### config.mk
export PLATFORM = sky130hd
export DESIGN_NAME = btrp_cfg
export DESIGN_NICKNAME = d
export VERILOG_FILES = /design/src/sv/btrp_pkg.sv /design/src/sv/btrp_cfg.sv
export SDC_FILE = /design/constraint.sdc
export NUM_CORES = 1
export LEC_CHECK = 0
export BUFFER_PORTS_ARGS = -buffer_cell sky130_fd_sc_hd__buf_4
export CAP_MARGIN = 20
export CORE_ASPECT_RATIO = 0.9
export CORE_MARGIN = 2
export CORE_UTILIZATION = 40
export DETAILED_ROUTE_END_ITERATION = 16
export PLACE_DENSITY = 0.66
export SETUP_SLACK_MARGIN = 0.3
export SLEW_MARGIN = 20
export SYNTH_ARGS = -nofsm -noshare
export SYNTH_HDL_FRONTEND = slang
export SYNTH_SLANG_ARGS = --single-unit
### constraint.sdc
create_clock -name clk -period 2.63 [get_ports clk]
set_clock_uncertainty 0.2 [all_clocks]
set_input_delay 0.1315 -clock clk [delete_from_list [all_inputs] [get_ports clk]]
set_output_delay 0.1315 -clock clk [all_outputs]
set_load 0.01 [all_outputs]
### src/sv/btrp_pkg.sv
`timescale 1ns / 1ps
`default_nettype none

package btrp_pkg;

  // widths fixed by the register map and the stamp format
  localparam int CFG_W     = 16;
  localparam int CFG_IDX_W = 2;
  localparam int TICK_W    = 16;

  // store depth default
  localparam int DEPTH_DEFAULT = 256;

  // last blink count before a transition mode ends
  localparam int BLINK_LAST = 5;

  // register indexes
  localparam logic [CFG_IDX_W-1:0] CFG_MAX_TICKS     = 2'd0;
  localparam logic [CFG_IDX_W-1:0] CFG_IDLE_LIMIT    = 2'd1;
  localparam logic [CFG_IDX_W-1:0] CFG_BLINK_PERIOD  = 2'd2;
  localparam logic [CFG_IDX_W-1:0] CFG_PLAYBACK_LEAD = 2'd3;

  // register reset values
  localparam logic [CFG_W-1:0] MAX_TICKS_RST     = 16'd16000;
  localparam logic [CFG_W-1:0] IDLE_LIMIT_RST    = 16'd500;
  localparam logic [CFG_W-1:0] BLINK_PERIOD_RST  = 16'd30;
  localparam logic [CFG_W-1:0] PLAYBACK_LEAD_RST = 16'd100;

  typedef struct packed {
    logic [CFG_W-1:0] max_ticks;
    logic [CFG_W-1:0] idle_limit;
    logic [CFG_W-1:0] blink_period;
    logic [CFG_W-1:0] playback_lead;
  } cfg_t;

  typedef enum logic [1:0] {
    MODE_RECORD    = 2'd0,
    MODE_TO_PLAY   = 2'd1,
    MODE_PLAY      = 2'd2,
    MODE_TO_RECORD = 2'd3
  } mode_t;

  typedef enum logic [1:0] {
    SEQ_CLEAR,
    SEQ_IDLE,
    SEQ_EXEC
  } seq_state_t;

endpackage

`default_nettype wire

### src/sv/btrp_cfg.sv
`timescale 1ns / 1ps
`default_nettype none

module btrp_cfg (
  input  wire logic                             clk,
  input  wire logic                             rst,
  input  wire logic                             cfg_we,
  input  wire logic [btrp_pkg::CFG_IDX_W-1:0]   cfg_index,
  input  wire logic [btrp_pkg::CFG_W-1:0]       cfg_wdata,
  output btrp_pkg::cfg_t                        cfg
);

  // register file with decode of the write index
  always_ff @(posedge clk) begin
    if (rst) begin
      cfg.max_ticks     <= btrp_pkg::MAX_TICKS_RST;
      cfg.idle_limit    <= btrp_pkg::IDLE_LIMIT_RST;
      cfg.blink_period  <= btrp_pkg::BLINK_PERIOD_RST;
      cfg.playback_lead <= btrp_pkg::PLAYBACK_LEAD_RST;
    end else if (cfg_we) begin
      unique case (cfg_index)
        btrp_pkg::CFG_MAX_TICKS:     cfg.max_ticks     <= cfg_wdata;
        btrp_pkg::CFG_IDLE_LIMIT:    cfg.idle_limit    <= cfg_wdata;
        btrp_pkg::CFG_BLINK_PERIOD:  cfg.blink_period  <= cfg_wdata;
        btrp_pkg::CFG_PLAYBACK_LEAD: cfg.playback_lead <= cfg_wdata;
        default: ;
      endcase
    end
  end

endmodule

`default_nettype wire

### Yosys cells after proc, flatten, opt, wreduce, memory -nomap -nowiden

Index checks and enable logic that the tools add are counted.

* flip-flop bits (word level): 64
* output and inout bits: 64
* memories kept: 0
* logic and storage cells: 12
* bits in read-only memories: 0
* latch bits: 0
* RAM bits: 0

* add/sub/neg operators: 0
* eq/ne operators: 3
* mux-type cells: 0
* bitwise logic cells: 0
* divide/modulo/power cells: 0
* $mul: 0
* shift operators: 0
* reduce and logical (&&, ||, !) cells: 5
* $lt $le $gt $ge: 0

Operators by type and width (count)
* 2-bit AND reduction: 4
* 2-bit equality test (second input constant): 2
* 2-bit by 1-bit equality test with 1-bit output (second input constant): 1
* 2-bit zero test: 1

### Logic depth before layout (Yosys ltp)

Gate-level depths: netlist of run 1.

* depth after elaboration: 2
* mapped depth: 5
* mapped depth without buffers: 2

### Worst setup path after synthesis of run 1

Ideal clock, no wire load.

* path kind: input to register
* start: input port cfg_index[0] (netlist name)
* end: register cfg[55] (netlist name)
* arrival time: 0.869 ns
* required time: 2.307 ns
* stages on the path: 4
* setup time: 0.123 ns
* setup slack: 1.438 ns
* cells stage by stage: buf_2 > or3b_1 > clkbuf_1 > mux2i_1

* longest elaborated chain between the ends: 2

Ends and longest elaborated chain
* start: declaration: line btrp_cfg.sv:8 `input wire logic [btrp_pkg::CFG_IDX_W-1:0] cfg_index,`
* 2-bit zero test: line btrp_cfg.sv:21 `unique case (cfg_index)`
* 2-bit AND reduction (no line)
* end: declaration: line btrp_cfg.sv:10 `output btrp_pkg::cfg_t cfg`

Every way passes these cells.
A chain may end at the register's enable or synchronous reset.

### Worst setup path after layout of run 1

* start: input port cfg_index[0] (netlist name)
* end: register cfg[49] (netlist name)

Same word-level chain as after synthesis.

==> summary.txt, run 1 <==
CTS tree -> done
crit-path max FO -> 7
flops & latches, synth -> 64
Crit Path Class -> input pin to register
# Post-CTS Setup Buffers -> 0
cell taking the most area after synthesis -> dfxtp_1
largest registers -> cfg x64
top achievable clock speed -> 0.480 GHz
drt pass-1 iters -> 4
final hold vios -> 0
routed len/inst -> 14.0 um
dpl cells -> 400
ys async rst share -> 0
Layout Utilization -> 0.588
design area -> 3640 um2
Worst-path clk slew -> 0.07 ns
Die ar. -> 7150 um2
Final HPWL DP -> 3.99 mm
Synth Warn # -> 0
std cell rows -> 27
Commonest cells post-synth -> 64 x dfxtp_1, 64 x mux2i_1, 61 x nand2b_1
outcome -> finished, final reports clean
port bufs -> 84
gpl congestion -> 0.738
Final nets -> 365
sequential area share after synthesis -> 0.494
Worst R2R Path Depth -> 3
worst hold stages -> 3
Die Span Y -> 80.4 um
largest net degree at the start of global routing -> 94
vias in the first global route -> 1919
number of max-cap violations -> 0
Net Count, Synth -> 267
worst skew pair latency -> 0.32 ns
Synth top area share -> 0.494
worst slew pin tran -> 0.850 ns
post-route antenna net violation count -> 0
fin crit period -> 2.08 ns
Slew HR -> 0.431
EDFF count, synth -> 0
Max Buffers Root-to-Sink -> 2
Initial Util -> 0.420
Fin Setup TNS -> 0 ns
Cells after Synth -> 246
P_leak -> 0.00170 uW
power density over the cells -> 578 nW/um2
boundary pin count -> 85
register name with the most flops -> cfg
core outline area -> 6180 um2
Die Wd -> 88.9 um
layout cell share with drive strength beyond 1 -> 0.295
RSZ-0062 raised after global routing -> false
final hold slack -> 0.0891 ns
first-iteration detailed-routing DRC count -> 87
VDD IR-drop max -> 251 uV
final-layout fill cell count -> 562
final slew viol count -> 0
final WL -> 6.11 mm
vias per cell -> 4.54
grt ovf -> 0
Synth Flop Type -> dfxtp_1
top cells by area, synth -> dfxtp_1 49%, mux2i_1 25%, nand2b_1 15%
max reg flops -> 64
CTS Root Cell -> clkbuf_8
crit path launch type -> input pin
Worst Path Arrival -> 2.14 ns
initial antenna violation count -> 0
critical path capture point type -> register
Num CTS Buffers -> 9
CP required -> 2.69 ns
Final Cycle Share -> 0.792
Vias -> 1980
clock sinks -> 64
Cell variety after synth -> 13
residual DRC count -> 0
fin cells -> 436
antenna diode count -> 0
syn_area_per_cell -> 10.5 um2
post-CTS sizing -> 0
final setup vio count -> 0
Tot GR Track Use -> 0.179
area grow syn2layout -> 40.2%
Post-CTS Hold Buffers -> 20
first-pass GRT wire length -> 9.63 mm
HP Class -> input pin to register
Synth Cell Area -> 2590 um2
DP Area -> 3240 um2
CTS H-tree lvls -> 3
[stage by stage]
step | total power, uW | setup slack [ns]
floorplan | 1170 | 1.44
global placement | 1260 | 1.07
global route | 2190 | 0.488
detailed placement | 1260 | 1.03
CTS | 2120 | 0.551
finish | 2100 | 0.546
[power by group]
group / switching, uW / total [uW] / internal [uW]
Clock: 380 / 839 / 459
Sequential: 19.4 / 1020 / 1000
Combinational: 110 / 242 / 131
Total: 510 / 2100 / 1590
[per-layer routing]
layer | GRT usage | vias up | part of all wire
li1 | - | 1003 | -
met3 | 0.0493 | 4 | 0.062
met4 | 0.0682 | 0 | 0.0062
met5 | 0 | - | 0
met1 | 0.232 | 922 | 0.48
met2 | 0.282 | 51 | 0.45
[placed cells by master (no fill, tap or decap)]
| cell | count |
|---|---|
| or3b_1 | 1 |
| mux2i_1 | 64 |
| and3b_1 | 2 |
| nand3_2 | 1 |
| clkinv_2 | 4 |
| dfxtp_1 | 64 |
| bufinv_16 | 1 |
| buf_4 | 85 |
| clkinv_4 | 1 |
| nor3b_4 | 1 |
| nor2_1 | 32 |
| clkbuf_8 | 10 |
| nand2b_1 | 61 |
| nand3b_1 | 2 |
| dlygate4sd3_1 | 20 |
[final cells by class]
cell class                      count  area [um2]  share of cell area
Clock inverter                      6        58.8              0.0162
Sequential cell                    64        1280               0.352
Tap cell                           87         109              0.0299
Multi-Input combinational cell    164        1210               0.333
Timing Repair Buffer              105         838               0.230
Clock buffer                       10         138              0.0378
[critical path: stages]
cell and delay (ns):
dlygate4sd3_1 0.54, buf_4 0.17, nor3b_4 0.33, dlygate4sd3_1 0.76, mux2i_1 0.22
[kinds of logic after synthesis]
kind of cell,share of synthesized area
flip-flops,0.494
AND/OR/NAND/NOR,0.220
multiplexers,0.247
buffers and inverters,0.0391
[final timing paths]
check	startpoint	endpoint	slack (ns)
min	cfg_index[1]	cfg[62]$_SDFFE_PP0P_	0.09
max reg2reg	cfg[61]$_SDFFE_PP1P_	cfg[61]$_SDFFE_PP1P_	1.25
min reg2reg	cfg[9]$_SDFFE_PP0P_	cfg[9]$_SDFFE_PP0P_	0.28
max	cfg_index[0]	cfg[49]$_SDFFE_PP0P_	0.55
Note: power is estimated with default switching activity, not from simulation.
==> run 2, diff against run 1 <==
PLACE_DENSITY = 0.68   (was 0.66)
clock period = 1.9 ns   (was 2.63 ns; I/O delays follow)
==> summary.txt, run 2 (synthesis results as in run 1) <==
post-CTS sizing -> 0 (unchanged)
Slew HR -> 0.777 (was 0.431)
CTS Root Cell -> clkbuf_8 (unchanged)
# Post-CTS Setup Buffers -> 0 (unchanged)
most common cell after layout, fill and taps aside -> buf_4 (unchanged)
largest registers -> cfg x64 (unchanged)
Worst Setup EP -> cfg[26] (was cfg[49]$_SDFFE_PP0P_)
Die ar. -> 7150 um2 (unchanged)
CP Cell Sequence -> buf_4 (was dlygate4sd3_1 -> buf_4 -> nor3b_4 -> dlygate4sd3_1 -> mux2i_1)
most frequent cells in the layout -> 90 x buf_4, 64 x mux2i_1, 64 x dfxtp_1 (was 85 x buf_4, 64 x mux2i_1, 64 x dfxtp_1)
worst skew pair latency -> 0.33 ns (was 0.32 ns)
critical path capture point type -> output pin (was register)
final hold vios -> 0 (unchanged)
Die Span Y -> 80.4 um (unchanged)
Num CTS Buffers -> 9 (unchanged)
routed len/inst -> 13.6 um (was 14.0 um)
final setup margin -> 0.767 ns (was 0.546 ns)
Die Wd -> 88.9 um (unchanged)
top achievable clock speed -> 0.882 GHz
Worst Path Arrival -> 0.84 ns (was 2.14 ns)
pre-CTS WS -> 0.580 ns (was 1.03 ns)
worst slew pin tran -> 0.335 ns (was 0.850 ns)
Final nets -> 367 (was 365)
vias per cell -> 4.55 (was 4.54)
first-pass GRT wire length -> 9.45 mm (was 9.63 mm)
register name with the most flops -> cfg (unchanged)
power density over the cells -> 804 nW/um2 (was 578 nW/um2)
grt ovf -> 0 (unchanged)
r2r endpoint -> cfg[26]$_SDFFE_PP0P_ (was cfg[61]$_SDFFE_PP1P_)
CP required -> 1.60 ns (was 2.69 ns)
Fin Setup TNS -> 0 ns (unchanged)
layout cell share with drive strength beyond 1 -> 0.305 (was 0.295)
Initial Util -> 0.420 (unchanged)
initial antenna violation count -> 0 (unchanged)
RSZ-0062 raised after global routing -> false (unchanged)
final WL -> 5.95 mm (was 6.11 mm)
final setup vio count -> 0 (unchanged)
final slew viol count -> 0 (unchanged)
post-route antenna net violation count -> 0 (unchanged)
drt pass-1 iters -> 4 (unchanged)
Levels on crit path -> 1 (was 5)
largest net degree at the start of global routing -> 43 (was 94)
CTS H-tree lvls -> 3 (unchanged)
area grow syn2layout -> 40.9% (was 40.2%)
Slowest cell on crit path -> dfxtp_1 (was dlygate4sd3_1)
max reg flops -> 64 (unchanged)
CTS tree -> done (unchanged)
final hold slack -> 0.0266 ns (was 0.0891 ns)
Worst R2R Path Depth -> 2 (was 3)
CP peak stage delay -> 0.37 ns (was 0.76 ns)
min-delay src -> rst (was cfg_index[1])
std cell rows -> 27 (unchanged)
residual DRC count -> 0 (unchanged)
outcome -> finished, final reports clean (unchanged)
VDD IR-drop max -> 375 uV (was 251 uV)
P_leak -> 0.00171 uW (was 0.00170 uW)
Crit Path Class -> register to output pin (was input pin to register)
flop2flop setup slack -> 1.08 ns (was 1.25 ns)
core outline area -> 6180 um2 (unchanged)
boundary pin count -> 85 (unchanged)
FF-to-FF Start -> cfg[26]$_SDFFE_PP0P_ (was cfg[61]$_SDFFE_PP1P_)
antenna diode count -> 0 (unchanged)
Final HPWL DP -> 4.21 mm (was 3.99 mm)
first-iteration detailed-routing DRC count -> 63 (was 87)
Vias -> 1994 (was 1980)
port bufs -> 84 (unchanged)
Worst Setup SP -> cfg[26]$_SDFFE_PP0P_ (was cfg_index[0])
number of max-cap violations -> 0 (unchanged)
Tot GR Track Use -> 0.175 (was 0.179)
cell family with most CP delay -> flip-flops (was buffers and inverters)
fin crit period -> 1.13 ns
Critical path buffers and inverters -> 1 (was 3)
clock sinks -> 64 (unchanged)
crit-path max FO -> 2 (was 7)
Max Buffers Root-to-Sink -> 2 (unchanged)
Final Cycle Share -> 0.597
HP Class -> input pin to register (unchanged)
vias in the first global route -> 1950 (was 1919)
gpl congestion -> 0.748 (was 0.738)
Worst-path clk slew -> 0.07 ns (about the same)
crit path launch type -> register (was input pin)
-- run 2: worst min-delay path by stage --
stage	to	slack, ns	cells after the start
5_1_grt	cfg[19]$_SDFFE_PP1P_	0.05	3
3_3_place_gp	cfg[58]$_SDFFE_PP1P_	0.17	3
2_1_floorplan	cfg[50]$_SDFFE_PP0P_	0.05	2
4_1_cts	cfg[38]$_SDFFE_PP1P_	0.007	3
3_5_place_dp	cfg[60]$_SDFFE_PP1P_	0.18	3
6_report	cfg[38]$_SDFFE_PP1P_	0.03	3
-- run 2: timing repair --
item                                    CTS  global route
hold endpoints to repair                 64             0
endpoints found under the setup margin    0             0
hold buffers                             16             0
-- run 2: power by group --
part / internal, uW / switching (uW)
Sequential: 1390 / 28.4
Clock: 675 / 511
Combinational: 185 / 150
Total: 2250 / 690
-- run 2: metrics by stage --
step | instances | area [um2] | power (uW) | util
floorplan | 246 | 2590 | 1610 | -
global placement | 406 | 3300 | 1760 | 0.533
detailed placement | 406 | 3300 | 1760 | 0.533
CTS | 438 | 3660 | 2970 | 0.592
global route | 438 | 3660 | 3050 | 0.592
finish | 438 | 3660 | 2940 | 0.592
-- run 2: final cells by class --
type	count	area (um2)
clock buffers	13	159
clock inverters	3	40.0
fillers	539	2520
multi-input cells	164	1210
flip-flops and latches	64	1280
well taps	87	109
repair buffers	107	856
-- run 2: metal layers --
metal / global-route usage / vias to the layer above / share of wire
met5: 0 / - / 0
met4: 0.0818 / 0 / 0.017
met1: 0.219 / 921 / 0.47
met2: 0.277 / 57 / 0.45
li1: - / 1006 / -
met3: 0.0493 / 10 / 0.060
