$ cat config.mk
export PLATFORM = sky130hd
export DESIGN_NAME = btrp_seq_flat
export DESIGN_NICKNAME = d
export VERILOG_FILES = /design/src/sv/btrp_pkg.sv /design/src/sv/btrp_if.sv /design/src/sv/btrp_seq.sv /design/src/flat_wrapper.sv
export SDC_FILE = /design/constraint.sdc
export NUM_CORES = 1
export LEC_CHECK = 0
export ABC_AREA = 1
export BUFFER_PORTS_ARGS = -buffer_cell sky130_fd_sc_hd__buf_2
export CAP_MARGIN = 5
export CORE_MARGIN = 2
export CORE_UTILIZATION = 30
export CTS_CLUSTER_DIAMETER = 30
export DETAILED_ROUTE_END_ITERATION = 10
export PLACE_DENSITY = 0.46
export REMOVE_ABC_BUFFERS = 1
export SYNTH_ARGS = -nofsm -noshare
export SYNTH_HDL_FRONTEND = slang
export SYNTH_SLANG_ARGS = --single-unit
$ cat constraint.sdc
create_clock -name clk -period 8.8 [get_ports clk]
set_clock_uncertainty 0.15 [all_clocks]
set_input_delay 1.76 -clock clk [delete_from_list [all_inputs] [get_ports clk]]
set_output_delay 1.76 -clock clk [all_outputs]
set_load 0.005 [all_outputs]
$ cat src/sv/btrp_pkg.sv
`timescale 1ns / 1ps
`default_nettype none

package btrp_pkg;

  // widths fixed by the register map and the stamp format
  localparam int CFG_W     = 16;
  localparam int CFG_IDX_W = 2;
  localparam int TICK_W    = 16;

  // store depth default
  localparam int DEPTH_DEFAULT = 256;

  // last blink count before a transition mode ends
  localparam int BLINK_LAST = 5;

  // register indexes
  localparam logic [CFG_IDX_W-1:0] CFG_MAX_TICKS     = 2'd0;
  localparam logic [CFG_IDX_W-1:0] CFG_IDLE_LIMIT    = 2'd1;
  localparam logic [CFG_IDX_W-1:0] CFG_BLINK_PERIOD  = 2'd2;
  localparam logic [CFG_IDX_W-1:0] CFG_PLAYBACK_LEAD = 2'd3;

  // register reset values
  localparam logic [CFG_W-1:0] MAX_TICKS_RST     = 16'd16000;
  localparam logic [CFG_W-1:0] IDLE_LIMIT_RST    = 16'd500;
  localparam logic [CFG_W-1:0] BLINK_PERIOD_RST  = 16'd30;
  localparam logic [CFG_W-1:0] PLAYBACK_LEAD_RST = 16'd100;

  typedef struct packed {
    logic [CFG_W-1:0] max_ticks;
    logic [CFG_W-1:0] idle_limit;
    logic [CFG_W-1:0] blink_period;
    logic [CFG_W-1:0] playback_lead;
  } cfg_t;

  typedef enum logic [1:0] {
    MODE_RECORD    = 2'd0,
    MODE_TO_PLAY   = 2'd1,
    MODE_PLAY      = 2'd2,
    MODE_TO_RECORD = 2'd3
  } mode_t;

  typedef enum logic [1:0] {
    SEQ_CLEAR,
    SEQ_IDLE,
    SEQ_EXEC
  } seq_state_t;

endpackage

`default_nettype wire

$ cat src/sv/btrp_if.sv
`timescale 1ns / 1ps
`default_nettype none

// tick request: one button sample
interface btrp_in_if;
  logic valid;
  logic ready;
  logic button_released;

  modport source (output valid, output button_released, input ready);
  modport sink (input valid, input button_released, output ready);
endinterface

// indicator result after each tick
interface btrp_out_if;
  logic       valid;
  logic       ready;
  logic       red_led;
  logic       grn_led;
  logic [1:0] mode_now;

  modport source (output valid, output red_led, output grn_led, output mode_now,
                  input ready);
  modport sink (input valid, input red_led, input grn_led, input mode_now,
                output ready);
endinterface

`default_nettype wire

$ cat src/sv/btrp_seq.sv
`timescale 1ns / 1ps
`default_nettype none

module btrp_seq #(
  parameter int DEPTH = btrp_pkg::DEPTH_DEFAULT
) (
  input  wire logic                        clk,
  input  wire logic                        rst,
  input  wire btrp_pkg::cfg_t              cfg,
  btrp_in_if.sink                          tick_in,
  btrp_out_if.source                       led_out,
  output logic                             mem_we,
  output logic [$clog2(DEPTH)-1:0]         mem_waddr,
  output logic [btrp_pkg::TICK_W-1:0]      mem_wdata,
  output logic                             mem_re,
  output logic [$clog2(DEPTH)-1:0]         mem_raddr,
  input  wire logic [btrp_pkg::TICK_W-1:0] mem_rdata
);

  localparam int ADDR_W  = $clog2(DEPTH);
  localparam int CNT_W   = $clog2(DEPTH + 1);
  localparam int IDX_W   = (CNT_W > 3) ? CNT_W : 3;
  localparam int TICK_W  = btrp_pkg::TICK_W;

  btrp_pkg::seq_state_t state, state_next;
  btrp_pkg::mode_t      mode, mode_next;
  btrp_pkg::mode_t      leave_mode;

  logic [TICK_W-1:0] tick_count, tick_count_next;
  logic [IDX_W-1:0]  event_index, event_index_next;
  logic              last_released, last_released_next;
  logic              red_state, red_state_next;
  logic              green_state, green_state_next;
  logic [ADDR_W-1:0] clr_addr;
  logic              btn;
  logic              out_valid;

  logic              accept;
  logic              fire;
  logic              leave;
  logic [TICK_W-1:0] tick_inc;
  logic [TICK_W-1:0] idle_gap;
  logic              ei_full;
  logic              ei_zero;
  logic [ADDR_W-1:0] ei_addr;
  logic              clr_last;

  assign accept   = tick_in.valid && tick_in.ready;
  assign fire     = (state == btrp_pkg::SEQ_EXEC) && (!out_valid || led_out.ready);
  assign tick_inc = tick_count + TICK_W'(1);
  assign idle_gap = tick_count - mem_rdata;
  assign ei_full  = (event_index == IDX_W'(DEPTH));
  assign ei_zero  = (event_index == '0);
  assign ei_addr  = event_index[ADDR_W-1:0];
  assign clr_last = (clr_addr == ADDR_W'(DEPTH - 1));

  assign tick_in.ready     = (state == btrp_pkg::SEQ_IDLE);
  assign led_out.valid     = out_valid;
  assign led_out.red_led   = red_state;
  assign led_out.grn_led   = green_state;
  assign led_out.mode_now  = mode;

  // stamp read issued with the request: previous stamp in record, current in playback
  assign mem_re = accept;
  always_comb begin
    unique case (mode) inside
      btrp_pkg::MODE_RECORD:                           mem_raddr = ei_addr - ADDR_W'(1);
      btrp_pkg::MODE_PLAY:                             mem_raddr = ei_addr;
      btrp_pkg::MODE_TO_PLAY, btrp_pkg::MODE_TO_RECORD: mem_raddr = '0;
      default:                                         mem_raddr = '0;
    endcase
  end

  // state register and tick state
  always_ff @(posedge clk) begin
    if (rst) begin
      state         <= btrp_pkg::SEQ_CLEAR;
      mode          <= btrp_pkg::MODE_RECORD;
      tick_count    <= '0;
      event_index   <= '0;
      last_released <= 1'b1;
      red_state     <= 1'b1;
      green_state   <= 1'b0;
      clr_addr      <= '0;
      out_valid     <= 1'b0;
    end else begin
      state         <= state_next;
      mode          <= mode_next;
      tick_count    <= tick_count_next;
      event_index   <= event_index_next;
      last_released <= last_released_next;
      red_state     <= red_state_next;
      green_state   <= green_state_next;
      if (state == btrp_pkg::SEQ_CLEAR) begin
        clr_addr <= clr_last ? '0 : clr_addr + ADDR_W'(1);
      end
      if (fire) begin
        out_valid <= 1'b1;
      end else if (led_out.ready) begin
        out_valid <= 1'b0;
      end
    end
  end

  // latched button level of the request
  always_ff @(posedge clk) begin
    if (accept) begin
      btn <= tick_in.button_released;
    end
  end

  // next state, tick update and stamp write-back
  always_comb begin
    state_next         = state;
    mode_next          = mode;
    tick_count_next    = tick_count;
    event_index_next   = event_index;
    last_released_next = last_released;
    red_state_next     = red_state;
    green_state_next   = green_state;
    mem_we             = 1'b0;
    mem_waddr          = clr_addr;
    mem_wdata          = '0;
    leave              = 1'b0;
    leave_mode         = btrp_pkg::MODE_TO_PLAY;

    unique case (state)
      btrp_pkg::SEQ_CLEAR: begin
        mem_we = 1'b1;
        if (clr_last) begin
          state_next = btrp_pkg::SEQ_IDLE;
        end
      end
      btrp_pkg::SEQ_IDLE: begin
        if (accept) begin
          state_next = btrp_pkg::SEQ_EXEC;
        end
      end
      btrp_pkg::SEQ_EXEC: begin
        if (fire) begin
          state_next = btrp_pkg::SEQ_IDLE;
          unique case (mode) inside
            btrp_pkg::MODE_RECORD: begin
              leave_mode = btrp_pkg::MODE_TO_PLAY;
              if (ei_full) begin
                leave = 1'b1;
              end else if (tick_count == cfg.max_ticks) begin
                // held press at the time limit leaves a final stamp
                if (!btn) begin
                  mem_we    = 1'b1;
                  mem_waddr = ei_addr;
                  mem_wdata = tick_count;
                end
                leave = 1'b1;
              end else if (last_released && !ei_zero && (idle_gap > cfg.idle_limit)) begin
                leave = 1'b1;
              end else begin
                tick_count_next = tick_inc;
                if (btn != last_released) begin
                  mem_we           = 1'b1;
                  mem_waddr        = ei_addr;
                  mem_wdata        = tick_inc;
                  event_index_next = event_index + IDX_W'(1);
                end
              end
              last_released_next = btn;
            end
            btrp_pkg::MODE_PLAY: begin
              leave_mode = btrp_pkg::MODE_TO_RECORD;
              if (ei_full) begin
                leave = 1'b1;
              end else if ((mem_rdata == '0) && !ei_zero) begin
                leave = 1'b1;
              end else if (tick_count == cfg.max_ticks) begin
                leave = 1'b1;
              end else begin
                tick_count_next = tick_inc;
                if (tick_inc == mem_rdata) begin
                  green_state_next = !green_state;
                  event_index_next = event_index + IDX_W'(1);
                end
              end
            end
            btrp_pkg::MODE_TO_PLAY, btrp_pkg::MODE_TO_RECORD: begin
              if (event_index > IDX_W'(btrp_pkg::BLINK_LAST)) begin
                tick_count_next  = '0;
                event_index_next = '0;
                red_state_next   = 1'b0;
                green_state_next = 1'b0;
                if (mode == btrp_pkg::MODE_TO_RECORD) begin
                  // back to record: red on, then sweep the store clear
                  mode_next      = btrp_pkg::MODE_RECORD;
                  red_state_next = 1'b1;
                  state_next     = btrp_pkg::SEQ_CLEAR;
                end else begin
                  mode_next = btrp_pkg::MODE_PLAY;
                  // early start when the first stamp is far out
                  if (mem_rdata > cfg.idle_limit) begin
                    tick_count_next = mem_rdata - cfg.playback_lead;
                  end
                end
              end else if (tick_count == cfg.blink_period) begin
                tick_count_next  = TICK_W'(1);
                red_state_next   = !red_state;
                event_index_next = event_index + IDX_W'(1);
              end else begin
                tick_count_next = tick_inc;
              end
            end
            default: ;
          endcase

          // common mode entry
          if (leave) begin
            mode_next        = leave_mode;
            tick_count_next  = '0;
            event_index_next = '0;
            red_state_next   = 1'b0;
            green_state_next = 1'b0;
          end
          // green follows the button in record, also on the leaving tick
          if (mode == btrp_pkg::MODE_RECORD) begin
            green_state_next = !btn;
          end
        end
      end
      default: state_next = btrp_pkg::SEQ_IDLE;
    endcase
  end

  // red stays lit through all of record mode
  assert property (@(posedge clk) disable iff (rst)
    (mode == btrp_pkg::MODE_RECORD) |-> red_state)
    else $error("red off in record mode");

  // green is dark while blinking back to record
  assert property (@(posedge clk) disable iff (rst)
    (mode == btrp_pkg::MODE_TO_RECORD) |-> !green_state)
    else $error("green on during transition to record");

  // a result appears only after an update step
  assert property (@(posedge clk) disable iff (rst)
    $rose(out_valid) |-> $past(state == btrp_pkg::SEQ_EXEC))
    else $error("result without update");

  // no stamp index beyond the store in record and playback
  assert property (@(posedge clk) disable iff (rst)
    (mode == btrp_pkg::MODE_RECORD || mode == btrp_pkg::MODE_PLAY)
      |-> (event_index <= IDX_W'(DEPTH)))
    else $error("event index past store");

endmodule

`default_nettype wire

$ cat src/flat_wrapper.sv
// flat-port wrapper written by rule: the top's interface ports become plain ports
module btrp_seq_flat 
#(
  parameter int DEPTH = btrp_pkg::DEPTH_DEFAULT
)
  (clk, rst, cfg, mem_we, mem_waddr, mem_wdata, mem_re, mem_raddr, mem_rdata, tick_in_valid, tick_in_button_released, tick_in_ready, led_out_valid, led_out_red_led, led_out_grn_led, led_out_mode_now, led_out_ready);
  btrp_in_if tick_in_i ();
  btrp_out_if led_out_i ();
  input  wire logic clk;
  input  wire logic rst;
  input  wire btrp_pkg::cfg_t cfg;
  output logic mem_we;
  output logic [$clog2(DEPTH)-1:0] mem_waddr;
  output logic [btrp_pkg::TICK_W-1:0] mem_wdata;
  output logic mem_re;
  output logic [$clog2(DEPTH)-1:0] mem_raddr;
  input  wire logic [btrp_pkg::TICK_W-1:0] mem_rdata;
  input wire logic [$bits(tick_in_i.valid)-1:0] tick_in_valid;
  input wire logic [$bits(tick_in_i.button_released)-1:0] tick_in_button_released;
  output wire logic [$bits(tick_in_i.ready)-1:0] tick_in_ready;
  output wire logic [$bits(led_out_i.valid)-1:0] led_out_valid;
  output wire logic [$bits(led_out_i.red_led)-1:0] led_out_red_led;
  output wire logic [$bits(led_out_i.grn_led)-1:0] led_out_grn_led;
  output wire logic [$bits(led_out_i.mode_now)-1:0] led_out_mode_now;
  input wire logic [$bits(led_out_i.ready)-1:0] led_out_ready;
  assign tick_in_i.valid = tick_in_valid;
  assign tick_in_i.button_released = tick_in_button_released;
  assign tick_in_ready = tick_in_i.ready;
  assign led_out_valid = led_out_i.valid;
  assign led_out_red_led = led_out_i.red_led;
  assign led_out_grn_led = led_out_i.grn_led;
  assign led_out_mode_now = led_out_i.mode_now;
  assign led_out_i.ready = led_out_ready;
  btrp_seq #(.DEPTH(DEPTH)) u_core (.clk(clk), .rst(rst), .cfg(cfg), .tick_in(tick_in_i), .led_out(led_out_i), .mem_we(mem_we), .mem_waddr(mem_waddr), .mem_wdata(mem_wdata), .mem_re(mem_re), .mem_raddr(mem_raddr), .mem_rdata(mem_rdata));
endmodule
**Word-level counts from Yosys, hierarchy flattened**

Index checks and enable logic that the tools add are counted.

- Output and inout bits: 40
- Memory bits (read-only): 0
- Memories: 0
- Flip-flop bits (word level): 42
- Memory bits (writable): 0
- Latch bits: 0

- Shifts and indexed selects: 0
- Bitwise logic cells: 0
- Div/mod/pow operators: 0
- $lt $le $gt $ge: 3
- Add/subtract/negate cells: 6
- Multiply operators: 0
- Reductions and logical operators: 28
- Multiplexer cells: 86
- Equal/unequal tests: 28

Operators with widths:

| cell | count |
|---|---|
| $mux W16 | 19 |
| $mux W9 | 11 |
| $mux W8 | 9 |
| $eq A16 B16 Y1 | 3 |
| $pmux W16 S3 | 1 |
| $gt A16 B16 Y1 | 2 |
| $sub A16 B16 Y16 | 2 |
| $mux W1 | 30 |
| $pmux W9 S3 | 1 |
| $ne A3 B3 Y1 const B | 8 |
| $mux W2 | 10 |
| $add A16 B1 Y16 const B | 1 |
| $logic_not A16 Y1 | 1 |
| $pmux W8 S2 | 1 |
| $ne A4 B3 Y1 const B | 3 |
| $reduce_and A12 Y1 | 1 |
| $add A9 B1 Y9 const B | 1 |
| $eq A9 B9 Y1 const B | 1 |
| $gt A9 B3 Y1 const B | 1 |
| $logic_not A9 Y1 | 1 |
| $reduce_and A9 Y1 | 1 |
| $add A8 B1 Y8 const B | 1 |
| $eq A8 B8 Y1 const B | 1 |
| $ne A4 B1 Y1 const B | 2 |
| 20 further kinds | 39 |

**Depth between registers and ports, before layout**

- Word-level depth: 12
- Mapped depth: 30
- Gate-level depth less buffers: 30

**Worst setup path after synthesis**

Ideal clock, no wire load.

- Path type: input to output
- Start point: in mem_rdata[0] in the netlist's numbering
- End point: out mem_wdata[9] in the netlist's numbering
- Buffers on the path: 1
- Stages on the path: 23
- Setup slack: 1921 ps
- Arrival: 4969 ps
- Cell sequence: ha_1 -> fa_1 -> nand3b_1 -> nand2_1 -> a21o_1 -> a21boi_0 -> o21ai_0 -> a31oi_1 -> xnor2_1 -> ha_1 -> nand2_1 -> inv_1 -> nand2_1 -> nor2_1 -> nand3_1 -> nor2_1 -> nor2_1 -> nand2_1 -> nand2_1 -> a21oi_4 -> o21ai_2 -> buf_6 -> a211oi_1

- Longest elaborated chain between the ends: 9

Ends and longest elaborated chain:

| item | line | text |
|---|---|---|
| from (decl) | flat_wrapper.sv:17 | `input wire logic [btrp_pkg::TICK_W-1:0] mem_rdata;` |
| $sub A16 B16 Y16 | btrp_seq.sv:51 | `assign idle_gap = tick_count - mem_rdata;` |
| $gt A16 B16 Y1 | btrp_seq.sv:155 | `end else if (last_released && !ei_zero && (idle_gap > cfg.idle_limit)) begin` |
| $logic_and A1 B1 Y1 | btrp_seq.sv:155 |  |
| $mux W16 | btrp_seq.sv:155 |  |
| $mux W16 | btrp_seq.sv:147 | `end else if (tick_count == cfg.max_ticks) begin` |
| $mux W16 | btrp_seq.sv:145 | `if (ei_full) begin` |
| $mux W16 | btrp_seq.sv:142 | `unique case (mode) inside` |
| $mux W16 | btrp_seq.sv:140 | `if (fire) begin` |
| $mux W16 | btrp_seq.sv:127 | `unique case (state)` |
| to (decl) | flat_wrapper.sv:14 | `output logic [btrp_pkg::TICK_W-1:0] mem_wdata;` |

No other way between the ends.

**Worst setup path after layout**

- Start point: in mem_rdata[2] in the netlist's numbering
- End point: out mem_wdata[9] in the netlist's numbering

Same word-level chain as after synthesis.

==> results by stage <==
Routing:
- In this run the remaining antenna-violating nets after routing total 0.
- After detailed routing, the number of vias per cell comes to 4.83.
- After the first detailed-routing iteration, the DRC count stood at a little under 400.
- The number of detailed-route iterations in the first pass is 5.
- Summing over every cut layer, the via total after detailed routing is 6894.
- The remaining routing DRC violations is 0.
- After detailed routing, the total wire length is roughly 22000 um.
- In the final routed layout, each cell accounts on average for 15.7 um.

Synthesis:
- The top cell type by total area after synthesis is sky130_fd_sc_hd__ha_1.
- The synthesis-stage register bit count is 42.
- During synthesis, Yosys emitted a total of 0 warnings.
- Synthesis handed over a netlist of 1052 instances.
- Averaged over all synthesized cells, the footprint is approximately 6.2 um^2.
- Ranked by total cell area, the synthesized netlist is headed by sky130_fd_sc_hd__ha_1, sky130_fd_sc_hd__nand2_1, sky130_fd_sc_hd__dfxtp_1.
- The netlist uses 56 different library cells.
- The total standard cell area after synthesis is between 6000 and 7000 um^2.
- The area share of the leading cell type in the synthesized netlist is 13.1%.
- Of the synthesized area, sequential elements account for 13.1%.

Pwr:
- The power per standard cell area is ~80 nW/um^2.
- The proportion of total power due to net switching is between 30% and 40%.
- The share of total power in sequential cells is 33.7%.
- Cell internal power was estimated by the tool at ~400 uW.
- The part of the total power dissipated in the clock network is 37.3%.
- In this run the power spent charging and discharging nets is around 180 uW.
- The static leakage is 0.00367 uW.
- The maximum VDD drop is 0.0458 mV.
- The combinational fraction of design power is 29.0%.

Floorplan:
- Once the floorplan was initialized, standard cells occupied 30.7% of the core.
- The floorplan has 53 rows.
- In this run the vertical extent of the chip is 151 um.
- The region available for standard cell placement spans 21200 um^2.
- The full die area is approximately 23000 um^2.
- From left edge to right edge, the die measures 151 um.
- The I/O pin count is 125.

Placement:
- Summed over all nets, the half-perimeter wirelength after detailed placement is between 15000 and 20000 um.
- Buffers placed on the I/O ports in this run total roughly 120.
- The routability-driven placement congestion ratio is 0.843.

Clocking:
- Buffers inserted to repair hold after CTS numbered 0.
- CTS saw 42 sinks.
- The CTS clock-pin slew for the worst setup and hold paths is 0.07 ns.
- The CTS tree is yes.
- The clock insertion delay at the later pin of the skew report is roughly 0.30 ns.
- The count of H-tree levels built during CTS is 2.
- The number of buffers inserted to repair setup after CTS is 0.
- Post-CTS repair changed the size of 0 cells.
- The maximum count of clock buffers along a single path is 2.
- CTS placed an instance of sky130_fd_sc_hd__clkbuf_16 at the clock tree root.
- TritonCTS created 5 clock buffers.

STA:
- Subtracting the final worst setup slack from the clock period gives 8.13 ns.
- Static timing analysis puts the maximum clock frequency at 123 MHz.
- For the pin with the worst max-slew slack, the measured transition is 0.898 ns.
- The number of pins with negative max-slew slack in the final report came to 0.
- The accumulated negative setup slack is 0 ns.
- Headroom to the max-slew limit came out at 40.1%.
- Setup repair after global routing left no endpoint under its margin.
- The total of endpoints with negative setup slack in the final report is 0.
- On the final layout, the worst hold slack is 0.380 ns.
- Of the available clock period, the critical path in the final layout requires 92.4%.
- The number of hold violations in the final report is 0.

Global routing:
- The first global-routing pass estimated 35100 um of wire.
- The remaining global-route overflow is 0.
- The number of antenna violations at the first check in global routing came to 0.
- Across every metal layer, demand over resource in global routing totals 19.7%.
- Entering global routing, the biggest net connects 33 pins.
- The via count of the first global-routing pass is 6364.

Setup path:
- The maximum fanout count along the critical path is 15.
- The kind of cell with the highest combined delay on the critical path is compound AO/OA/AOI/OAI gates.
- Data arrives at the worst endpoint at 6.22 ns.
- On the worst path, the slowest cell contributes a delay of 0.41 ns.
- For this design, the slowest cell found on the critical path is sky130_fd_sc_hd__o21ai_0.
- The worst-case register-to-register setup slack is about 3.7 ns.
- The buffer and inverter count on the worst path is 4.
- The data required time of the worst path is 6.89 ns.
- Counting stages on the worst path, the most repeated cell is sky130_fd_sc_hd__nand2_1.
- The category of the critical setup timing path is primary input to output port.
- The critical path startpoint category is a primary input.
- The worst setup path is captured at an output port.

Finish:
- The number of diodes added for antenna fixing is 0.
- The growth of design area from synthesis to finish is 14.5%.
- The proportion of layout cells with a drive suffix above 1 is 16.5%.
- The number of nets in the layout is approximately 1300.

Flow run:
- The count of maximum capacitance violations is 0.

Min path:
- The type of the worst min-delay path is flop to flop.

Status:
- The run finished with clean final reports.
[power by group through the flow]
stage | clock (uW) | combinational (uW) | sequential [uW]
after global routing | 230 | 194 | 196
final | 216 | 168 | 196
after floorplan | 0 | 108 | 199
after detailed placement | 0 | 170 | 200
after global placement | 0 | 170 | 200
after CTS | 222 | 171 | 196
[cell type report]
type | count | area, um^2
clock buffers | 5 | 125
clock inverters | 3 | 43.8
repair buffers | 127 | 643
multi-input cells | 819 | 4830
well taps | 275 | 344
inverters | 157 | 589
fillers | 2384 | 13700
flip-flops and latches | 42 | 851
[through the flow]
stage          worst slack (ns)  utilization [%]  total power (uW)  cells  area [um^2]
2_1_floorplan              1.80                -               307   1018         6270
6_report                  0.668             35.1               580   1428         7430
5_1_grt                  0.0935             35.1               620   1428         7430
4_1_cts                   0.629             35.1               589   1428         7430
3_3_place_gp              0.673             34.3               370   1420         7260
3_5_place_dp              0.636             34.3               370   1420         7260
[cell families after synthesis]
group / count (synthesis) / synth area share (%)
fa+ha+maj: 70 / 13.7
buf+inv: 191 / 12.4
compound gates: 205 / 18.7
flops: 42 / 13.1
xor+xnor: 65 / 9.24
simple gates: 479 / 32.8
[routing by layer]
layer	vias to the layer above	global-route usage (%)	part of all wire [%]
li1	3654	-	-
met5	-	0	0
met3	13	1.78	5.1
met4	0	2.94	0.96
met1	3053	30.5	52
met2	174	30.0	42
[path summary, 6_finish.rpt]
| check | start | end | cells past startpoint |
|---|---|---|---|
| max | mem_rdata[2] | mem_wdata[9] | 27 |
| min | u_core.led_out.grn_led | u_core.led_out.grn_led | 2 |
| max reg2reg | u_core.tick_count[0] | u_core.tick_count[14] | 27 |
| min reg2reg | u_core.led_out.grn_led | u_core.led_out.grn_led | 2 |
[cells in the final DEF, fill, tap and decap left out, types with 6 or more instances in the layout]
cell type,instances
sky130_fd_sc_hd__a211oi_1,11
sky130_fd_sc_hd__a21oi_1,79
sky130_fd_sc_hd__a31oi_1,15
sky130_fd_sc_hd__buf_2,124
sky130_fd_sc_hd__dfxtp_1,41
sky130_fd_sc_hd__ha_1,68
sky130_fd_sc_hd__inv_1,147
sky130_fd_sc_hd__inv_2,8
sky130_fd_sc_hd__nand2_1,221
sky130_fd_sc_hd__nand2_2,14
sky130_fd_sc_hd__nand3_1,49
sky130_fd_sc_hd__nand4_1,26
sky130_fd_sc_hd__nor2_1,123
sky130_fd_sc_hd__nor2_2,10
sky130_fd_sc_hd__nor3_1,13
sky130_fd_sc_hd__o21ai_0,63
sky130_fd_sc_hd__o21bai_1,6
sky130_fd_sc_hd__xnor2_1,22
sky130_fd_sc_hd__xor2_1,41
[worst register-to-register path: cells and delay by family (launching register included)]
| family | cells | cell delay (ns) |
|---|---|---|
| buffers and inverters | 3 | 0.26 |
| AO/OA/AOI/OAI | 5 | 0.99 |
| adder cells (fa/ha/maj) | 3 | 0.95 |
| XOR/XNOR | 1 | 0.15 |
| flip-flops | 1 | 0.62 |
| AND/OR/NAND/NOR | 15 | 1.84 |
[registers in the layout, indices dropped and copies added, names as in the netlist]
| signal | flops |
|---|---|
| u_core.btn | 1 |
| u_core.clr_addr | 8 |
| u_core.event_index | 9 |
| u_core.last_released | 1 |
| u_core.led_out.grn_led | 1 |
| u_core.led_out.mode_now | 2 |
| u_core.led_out.red_led | 1 |
| u_core.led_out.valid | 1 |
| u_core.state | 2 |
| u_core.tick_count | 16 |
[cells in the mapped netlist (all sizes together)]
cell	n
dfxtp	41
o41ai	1
fa	2
a21boi	1
inv	155
o211ai	1
nand2	238
o31ai	2
a211oi	16
ha	68
a22oi	1
nand3	52
o21bai	6
nor2	137
or2	1
dlygate4sd3	1
xor3	1
nor3	13
o21a	4
o311ai	1
a21oi	82
xnor3	1
o21ai	67
a31oi	15
nor3b	4
nand3b	1
xor2	41
edfxtp	1
o22ai	2
and2	1
clkinv	2
nand4	27
nor4	5
buf	23
xnor2	22
clkbuf	10
a21o	5
o2111ai	1
Power figures use the tool's default switching activity.
